--- config.mk ---
export PLATFORM = sky130hd
export DESIGN_NAME = bounded_vector_insert_erase_core
export DESIGN_NICKNAME = d
export VERILOG_FILES = /design/src/rtl/bvie_pkg.sv /design/src/rtl/bvie_cell.sv /design/src/rtl/bounded_vector_insert_erase_core.sv
export SDC_FILE = /design/constraint.sdc
export NUM_CORES = 2
export LEC_CHECK = 0
export BUFFER_PORTS_ARGS = -buffer_cell sky130_fd_sc_hd__buf_4
export CORE_ASPECT_RATIO = 0.7
export CORE_MARGIN = 2
export CORE_UTILIZATION = 63
export CTS_CLUSTER_DIAMETER = 200
export DETAILED_ROUTE_END_ITERATION = 8
export PLACE_DENSITY = 0.77
export SYNTH_ARGS = -nofsm -noshare
export SYNTH_HDL_FRONTEND = slang
export SYNTH_SLANG_ARGS = --single-unit
--- constraint.sdc ---
create_clock -name clk -period 5.1 [get_ports clk]
set_input_delay 1.02 -clock clk [delete_from_list [all_inputs] [get_ports clk]]
set_output_delay 1.02 -clock clk [all_outputs]
set_load 0.02 [all_outputs]
--- src/rtl/bvie_pkg.sv ---
// Shared types and codes for the bounded vector insert/erase core.
package bvie_pkg;

	// Index width inside the core; it covers a count of up to 256 entries
	// and every value of the five-bit request fields.
	localparam int unsigned IDX_W = 9;

	// Request codes.
	typedef enum logic [2:0] {
		REQ_PUSH   = 3'd0,
		REQ_POP    = 3'd1,
		REQ_INSERT = 3'd2,
		REQ_ERASE  = 3'd3,
		REQ_READ   = 3'd4,
		REQ_RESIZE = 3'd5,
		REQ_CLEAR  = 3'd6
	} req_t;

	// Result error codes.
	typedef enum logic [2:0] {
		ERR_OK       = 3'd0,
		ERR_OVERFLOW = 3'd1,
		ERR_UNDERFLOW = 3'd2,
		ERR_BAD_POS  = 3'd3,
		ERR_BAD_SIZE = 3'd4
	} err_t;

	// Sequencer states: idle, or stepping through a multi-slot erase.
	typedef enum logic {
		ST_IDLE,
		ST_ERASE
	} seq_state_t;

	// Operation that every cell of the row applies at the same clock edge.
	typedef enum logic [1:0] {
		CELL_HOLD,
		CELL_INSERT,
		CELL_SHIFT_DN,
		CELL_TRIM
	} cell_cmd_t;

	// Control broadcast from the sequencer to the cell row.
	typedef struct packed {
		cell_cmd_t          cmd;
		logic [IDX_W-1:0]   idx;
	} cell_ctrl_t;

	// Request item.
	typedef struct packed {
		req_t        req_type;
		logic [4:0]  position;
		logic [31:0] elem_value;
		logic [4:0]  erase_count;
		logic [4:0]  new_size;
	} req_item_t;

	// Result item.
	typedef struct packed {
		logic [31:0] read_value;
		logic [4:0]  count_now;
		logic        is_full;
		logic        is_empty;
		err_t        error_code;
	} rsp_item_t;

endpackage

--- src/rtl/bvie_cell.sv ---
// One storage cell of the row: holds one entry and trades it with its neighbors.
module bvie_cell #(
	parameter int unsigned IDX = 0,
	parameter int unsigned W   = 32
) (
	input  logic                clk,
	input  logic                arst_n,
	input  bvie_pkg::cell_ctrl_t ctrl,
	input  logic [W-1:0]        ins_val,
	input  logic [W-1:0]        left_d,
	input  logic [W-1:0]        right_d,
	output logic [W-1:0]        q
);
	import bvie_pkg::*;

	localparam logic [IDX_W-1:0] MY_IDX = IDX_W'(IDX);

	logic [W-1:0] entry_q;
	logic [W-1:0] entry_d;

	// Each cell decides from its own index where its next value comes from.
	always_comb begin
		entry_d = entry_q;
		unique case (ctrl.cmd)
			CELL_HOLD: begin
				entry_d = entry_q;
			end
			CELL_INSERT: begin
				if (MY_IDX == ctrl.idx) begin
					entry_d = ins_val;
				end else if (MY_IDX > ctrl.idx) begin
					entry_d = left_d;
				end
			end
			CELL_SHIFT_DN: begin
				if (MY_IDX >= ctrl.idx) begin
					entry_d = right_d;
				end
			end
			CELL_TRIM: begin
				if (MY_IDX >= ctrl.idx) begin
					entry_d = '0;
				end
			end
			default: begin
				entry_d = entry_q;
			end
		endcase
	end

	// Entry register; vacated slots always read as zero.
	always_ff @(posedge clk or negedge arst_n) begin
		if (!arst_n) begin
			entry_q <= '0;
		end else begin
			entry_q <= entry_d;
		end
	end

	assign q = entry_q;

endmodule

--- src/rtl/bounded_vector_insert_erase_core.sv ---
// Top level of the bounded vector core: request sequencer, cell row and result register.
//
//  Channel | Direction | Handshake          | Payload
//  req     | in        | req_valid/req_stall | bvie_pkg::req_item_t
//  rsp     | out       | rsp_valid/rsp_stall | bvie_pkg::rsp_item_t
//
// Push, pop, insert, read, resize and clear complete on the request transfer; the result is valid
// in the cycle after the request transfer.
// Erase takes the request and then shifts the row down by one slot per cycle, the last
// shift waiting for a free result slot; it stalls the input until the last shift is done
// (not at all when erase_count is zero or the request is rejected).
// Reset clears every cell and the count at once; no request waits on it.
// A held result stalls new requests only until it is taken; one result is buffered.
module bounded_vector_insert_erase_core #(
	parameter int unsigned CAPACITY   = 16,
	parameter int unsigned ELEM_WIDTH = 32
) (
	input  logic                 clk,
	input  logic                 arst_n,
	input  logic                 req_valid,
	output logic                 req_stall,
	input  bvie_pkg::req_item_t  req,
	output logic                 rsp_valid,
	input  logic                 rsp_stall,
	output bvie_pkg::rsp_item_t  rsp
);
	import bvie_pkg::*;

	localparam int unsigned SW = (ELEM_WIDTH < 32) ? ELEM_WIDTH : 32;
	localparam int unsigned CW = $clog2(CAPACITY + 1);
	localparam logic [IDX_W-1:0] CAP = IDX_W'(CAPACITY);

	seq_state_t        state_q, state_d;
	logic [CW-1:0]     count_q;
	logic [IDX_W-1:0]  cnt, cnt_nx;
	logic [IDX_W-1:0]  er_pos_q, er_pos_d;
	logic [4:0]        er_left_q, er_left_d;
	logic              out_valid_q;
	rsp_item_t         out_q, out_d;
	logic              load_out;
	logic              slot_free;
	logic              accept;
	cell_ctrl_t        ctrl;
	logic [SW-1:0]     ins_val;
	logic [SW-1:0]     cell_q [CAPACITY];
	logic [SW-1:0]     rd_val;
	logic [IDX_W-1:0]  pos_e, ecnt_e, nsz_e;

	assign cnt       = IDX_W'(count_q);
	assign pos_e     = IDX_W'(req.position);
	assign ecnt_e    = IDX_W'(req.erase_count);
	assign nsz_e     = IDX_W'(req.new_size);
	assign ins_val   = SW'(req.elem_value);
	assign slot_free = !out_valid_q || !rsp_stall;
	assign req_stall = (state_q != ST_IDLE) || !slot_free;
	assign accept    = req_valid && !req_stall;

	// Cell row: each cell hands its entry to both neighbors.
	for (genvar i = 0; i < CAPACITY; i++) begin : g_cell
		logic [SW-1:0] left_d, right_d;
		if (i == 0) begin : g_first
			assign left_d = '0;
		end else begin : g_mid_l
			assign left_d = cell_q[i-1];
		end
		if (i == CAPACITY - 1) begin : g_last
			assign right_d = '0;
		end else begin : g_mid_r
			assign right_d = cell_q[i+1];
		end
		bvie_cell #(
			.IDX (i),
			.W   (SW)
		) u_cell (
			.clk     (clk),
			.arst_n  (arst_n),
			.ctrl    (ctrl),
			.ins_val (ins_val),
			.left_d  (left_d),
			.right_d (right_d),
			.q       (cell_q[i])
		);
	end

	// Read port: select the cell at the requested position.
	always_comb begin
		rd_val = '0;
		for (int i = 0; i < CAPACITY; i++) begin
			if (IDX_W'(i) == pos_e) begin
				rd_val = cell_q[i];
			end
		end
	end

	// Sequencer: checks each request, drives the cell row and builds the result.
	always_comb begin
		state_d   = state_q;
		cnt_nx    = cnt;
		er_pos_d  = er_pos_q;
		er_left_d = er_left_q;
		ctrl.cmd  = CELL_HOLD;
		ctrl.idx  = '0;
		load_out  = 1'b0;
		out_d.read_value = '0;
		out_d.error_code = ERR_OK;
		unique case (state_q)
			ST_IDLE: begin
				if (accept) begin
					load_out = 1'b1;
					unique case (req.req_type)
						REQ_PUSH: begin
							if (cnt == CAP) begin
								out_d.error_code = ERR_OVERFLOW;
							end else begin
								ctrl.cmd = CELL_INSERT;
								ctrl.idx = cnt;
								cnt_nx   = cnt + IDX_W'(1);
							end
						end
						REQ_POP: begin
							if (cnt == '0) begin
								out_d.error_code = ERR_UNDERFLOW;
							end else begin
								ctrl.cmd = CELL_TRIM;
								ctrl.idx = cnt - IDX_W'(1);
								cnt_nx   = cnt - IDX_W'(1);
							end
						end
						REQ_INSERT: begin
							if (pos_e > cnt) begin
								out_d.error_code = ERR_BAD_POS;
							end else if (cnt == CAP) begin
								out_d.error_code = ERR_OVERFLOW;
							end else begin
								ctrl.cmd = CELL_INSERT;
								ctrl.idx = pos_e;
								cnt_nx   = cnt + IDX_W'(1);
							end
						end
						REQ_ERASE: begin
							if (pos_e > cnt) begin
								out_d.error_code = ERR_BAD_POS;
							end else if (pos_e + ecnt_e > cnt) begin
								out_d.error_code = ERR_BAD_SIZE;
							end else if (ecnt_e != '0) begin
								// The result goes out once the last shift is done.
								load_out  = 1'b0;
								er_pos_d  = pos_e;
								er_left_d = req.erase_count;
								state_d   = ST_ERASE;
							end
						end
						REQ_READ: begin
							if (pos_e >= cnt) begin
								out_d.error_code = ERR_BAD_POS;
							end else begin
								out_d.read_value = 32'(rd_val);
							end
						end
						REQ_RESIZE: begin
							if (nsz_e > CAP) begin
								out_d.error_code = ERR_BAD_SIZE;
							end else begin
								// Slots above the new size are zero either way.
								ctrl.cmd = CELL_TRIM;
								ctrl.idx = nsz_e;
								cnt_nx   = nsz_e;
							end
						end
						REQ_CLEAR: begin
							ctrl.cmd = CELL_TRIM;
							ctrl.idx = '0;
							cnt_nx   = '0;
						end
						default: begin
							out_d.error_code = ERR_OK;
						end
					endcase
				end
			end
			ST_ERASE: begin
				// One slot removed per cycle; the last step waits for a free result slot.
				if (er_left_q != 5'd1 || slot_free) begin
					ctrl.cmd  = CELL_SHIFT_DN;
					ctrl.idx  = er_pos_q;
					cnt_nx    = cnt - IDX_W'(1);
					er_left_d = er_left_q - 5'd1;
					if (er_left_q == 5'd1) begin
						load_out = 1'b1;
						state_d  = ST_IDLE;
					end
				end
			end
			default: begin
				state_d = ST_IDLE;
			end
		endcase
		out_d.count_now = cnt_nx[4:0];
		out_d.is_full   = (cnt_nx == CAP);
		out_d.is_empty  = (cnt_nx == '0);
	end

	// Control registers.
	always_ff @(posedge clk or negedge arst_n) begin
		if (!arst_n) begin
			state_q     <= ST_IDLE;
			count_q     <= '0;
			er_pos_q    <= '0;
			er_left_q   <= '0;
			out_valid_q <= 1'b0;
		end else begin
			state_q   <= state_d;
			count_q   <= CW'(cnt_nx);
			er_pos_q  <= er_pos_d;
			er_left_q <= er_left_d;
			if (load_out) begin
				out_valid_q <= 1'b1;
			end else if (!rsp_stall) begin
				out_valid_q <= 1'b0;
			end
		end
	end

	// Result register.
	always_ff @(posedge clk) begin
		if (load_out) begin
			out_q <= out_d;
		end
	end

	assign rsp_valid = out_valid_q;
	assign rsp       = out_q;

endmodule

==> out/qor.json <==
{
  "status": {
    "outcome": "finished, violations left",
    "violations_in_the_final_reports": "DRC"
  },
  "hold_path": {
    "hold_path_class": "in -> async"
  },
  "synthesis": {
    "synthDominantAreaCellType": "dfrtp_1",
    "synth-warning-count": 0,
    "synth-async-reset-ratio_pct": 92.64,
    "syn_area_per_cell_um2": 9.108,
    "synth.net_count": 3788,
    "synth_enable_flop_cells": 42,
    "synth.top_cells.by_count": "dfrtp_1, nand2_1, mux2i_1",
    "postSynthCellCount": 3712,
    "ys_ff_latch": 571,
    "ys.flop_type": "dfrtp_1",
    "synth.most_common_cell": "dfrtp_1",
    "synth.yosys.seq_area_share_pct": 42.89,
    "synthDistinctLibCells": 83,
    "synth_top_area_share_pct": 39.16,
    "synth_area_leaders": "dfrtp_1, mux2i_1, nand2_1, edfxtp_1, a22oi_1",
    "mappedNetlistArea_um2": 33810
  },
  "routing": {
    "detail_route.first_pass.iterations": 9,
    "routed_wl_mm": 130.9,
    "detail_route.drc_violations": 9,
    "total_number_of_vias": 33332,
    "routed_via_density": 7.581,
    "routedWlPerCell_um": 29.77,
    "drt-initial-drc-count": 6630,
    "postRouteAntennaNets": 0
  },
  "run": {
    "cap_viol_max_count": 0
  },
  "clock_tree": {
    "cts_tree": "done",
    "cts_hold_buffers": 0,
    "cts_max_level": 2,
    "cts_resized": 0,
    "clock_insertion_delay_worst_skew_ns": 0.63,
    "cell_at_the_root_of_the_clock_tree": "clkbuf_16",
    "tritoncts_num_sinks": 571,
    "post_cts.repair.setup_buffers": 0,
    "cts_buffer_count": 56,
    "cts-root-to-sink-buffers": 3,
    "clock_pin_slew_worst_setup_and_hold_paths_ns": 0.06
  },
  "global_route": {
    "grtUsageTotal_pct": 46.74,
    "first_global_vias": 31066,
    "grt_start_max_net_pins": 258,
    "overflow": 0,
    "grt_pass1_wl_mm": 197.1,
    "number_of_antenna_violations_at_the_first_check_in_global_routing": 2
  },
  "cells_and_area": {
    "post_route_cells_drive_above_1_share_pct": 12.05,
    "fillers": 3946,
    "num-nets-final": 3709,
    "antenna_cells_inserted": 0,
    "ff_latch_area_um2": 14500,
    "layout-area-overhead-vs-synth_pct": 11.12,
    "area_occupied_by_multi_input_gates_um2": 17940
  },
  "critical_path": {
    "critPathRequiredTime_ns": 5.61,
    "timing.critical_path.from_type": "register",
    "crit_path_end_kind": "register",
    "cp.arrival_ns": 5.35,
    "setup.worst_path.class": "reg -> reg",
    "path_max_fanout": 32
  },
  "sta": {
    "ratio_of_final_minimum_period_to_clock_period_pct": 94.80,
    "fin_crit_ns": 4.835,
    "finClkSkew_ns": 0.02072,
    "max-slew-margin-rel_pct": 14.80,
    "setup-violations-final": 0,
    "finalMaxSlewViolations": 0,
    "timing.final.hold_violations": 0,
    "tightest_slew_ns": 1.265,
    "fmax_ghz": 0.2068,
    "finalSetupTns_ns": 0,
    "grt_setup_unrepaired": "false"
  },
  "floorplan": {
    "chipWidth_um": 280.9,
    "std_cell_rows": 70,
    "initial_utilization_pct": 64.23,
    "die_area_um2": 55560,
    "die_h_um": 197.8,
    "ioPinCount": 98,
    "core_area_um2": 52640
  },
  "placement": {
    "dpl_hpwl_mm": 85.94,
    "io_buffer_count": 97,
    "globalplace.congestion": 1.052
  },
  "power_and_ir_drop": {
    "p_total_mw": 24.65,
    "power_density_nw_per_um2": 656.1,
    "total_leakage_power_nw": 14.64,
    "irDropWorstVdd_mv": 0.4674
  }
}
==> power breakdown <==
part           switching, mW  total [mW]  internal (mW)  leakage [nW]
clock                   1.90        4.53           2.63         0.975
sequential              2.34        8.90           6.57          6.97
combinational           7.21        11.2           4.00          6.70
==> routing by layer <==
layer | routed length [um] | GRT usage, % | share of wire (%)
met1 | 51340 | 67.87 | 39
met5 | 105 | 0.8842 | 0.080
met4 | 4232 | 13.98 | 3.2
met3 | 26000 | 24.68 | 20
met2 | 49210 | 59.06 | 38
==> placed cells by master (no fill, tap or decap), drive strengths merged, types with 9 or more instances in the layout <==
cell and count:
mux2i 360, clkbuf 83, mux2 43, buf 246
o22ai 44, a221oi 113, edfxtp 42, inv 16
ha 21, nand4 19, clkinv 13, nand2 490
a222oi 100, o211ai 111, nor2 243, or3 10
and3 35, a31oi 69, a21oi 186, a211oi 9
a22oi 161, and2 101, nand2b 10, o221ai 12
a2bb2oi 32, nor3 30, dfrtp 529, o21ai 282
nand3 156
==> layout make-up <==
| cell class | instances | share of cell area (%) |
|---|---|---|
| clock buffers | 83 | 4.483 |
| clock inverters | 19 | 0.7660 |
| inverters | 18 | 0.1799 |
| multi-input cells | 2740 | 47.74 |
| flip-flops and latches | 571 | 38.59 |
| well taps | 720 | 2.398 |
| repair buffers | 246 | 5.835 |
==> kinds of logic (layout without fill, tap and decap cells) <==
group | Yosys count | after routing | share of synthesized area, %
AND/OR/NAND/NOR | 1130 | 1130 | 15.11
flip-flops | 571 | 571 | 42.89
XOR/XNOR | 9 | 9 | 0.2332
multiplexers | 403 | 403 | 12.09
buffers and inverters | 401 | 366 | 4.837
AO/OA/AOI/OAI | 1176 | 1176 | 24.01
adder cells (fa/ha/maj) | 22 | 22 | 0.8364
==> registers in the layout (all words and copies together) (netlist names) <==
| signal | count |
|---|---|
| g_cell.u_cell.q | 512 |
| er_pos_q | 5 |
| er_left_q | 5 |
| rsp_valid | 1 |
| count_q | 5 |
| state_q | 1 |
| rsp | 42 |
==> worst max-delay path, stage by stage, from the launching register on <==
cell	delay, ns
dfrtp_1	0.39
inv_1	0.35
ha_1	0.36
or4b_1	0.67
ha_1	0.28
mux2i_1	0.13
o22ai_1	0.18
a32o_1	0.32
a31oi_1	0.34
nand2_1	0.18
buf_4	0.21
o21ai_4	0.16
nand2_1	0.68
o21ai_0	0.45
==> final timing paths <==
check                      depth (start not counted)  slack [ns]                                  end                     from
max in group asynchronous                          2        3.30   g_cell[1].u_cell.q[26]$_DFFE_PN0P_                   arst_n
hold / removal                                     1        0.45    g_cell[1].u_cell.q[3]$_DFFE_PN0P_                   arst_n
setup / recovery                                  13        0.26  g_cell[12].u_cell.q[13]$_DFFE_PN0P_     count_q[1]$_DFF_PN0_
min in group clk                                   2        0.49              er_pos_q[1]$_DFFE_PN0P_  er_pos_q[1]$_DFFE_PN0P_
hold reg to reg                                    2        0.49              er_pos_q[1]$_DFFE_PN0P_  er_pos_q[1]$_DFFE_PN0P_
setup reg to reg                                  13        0.26  g_cell[12].u_cell.q[13]$_DFFE_PN0P_     count_q[1]$_DFF_PN0_
==> per-stage QoR <==
stage	setup slack [ns]	cell area [um2]	std cells	hold slack, ns	util [%]
after global placement	0.3729	35600	4295	0.4592	67.62
after CTS	0.5028	37570	4397	0.4912	71.37
after global routing	0.05888	37570	4397	0.5071	71.37
final	0.2650	37570	4397	0.4535	71.37
after floorplan	0.9466	33810	3712	0.4418	-
after detailed placement	0.2816	35600	4295	0.4757	67.62
Power figures use the tool's default switching activity.
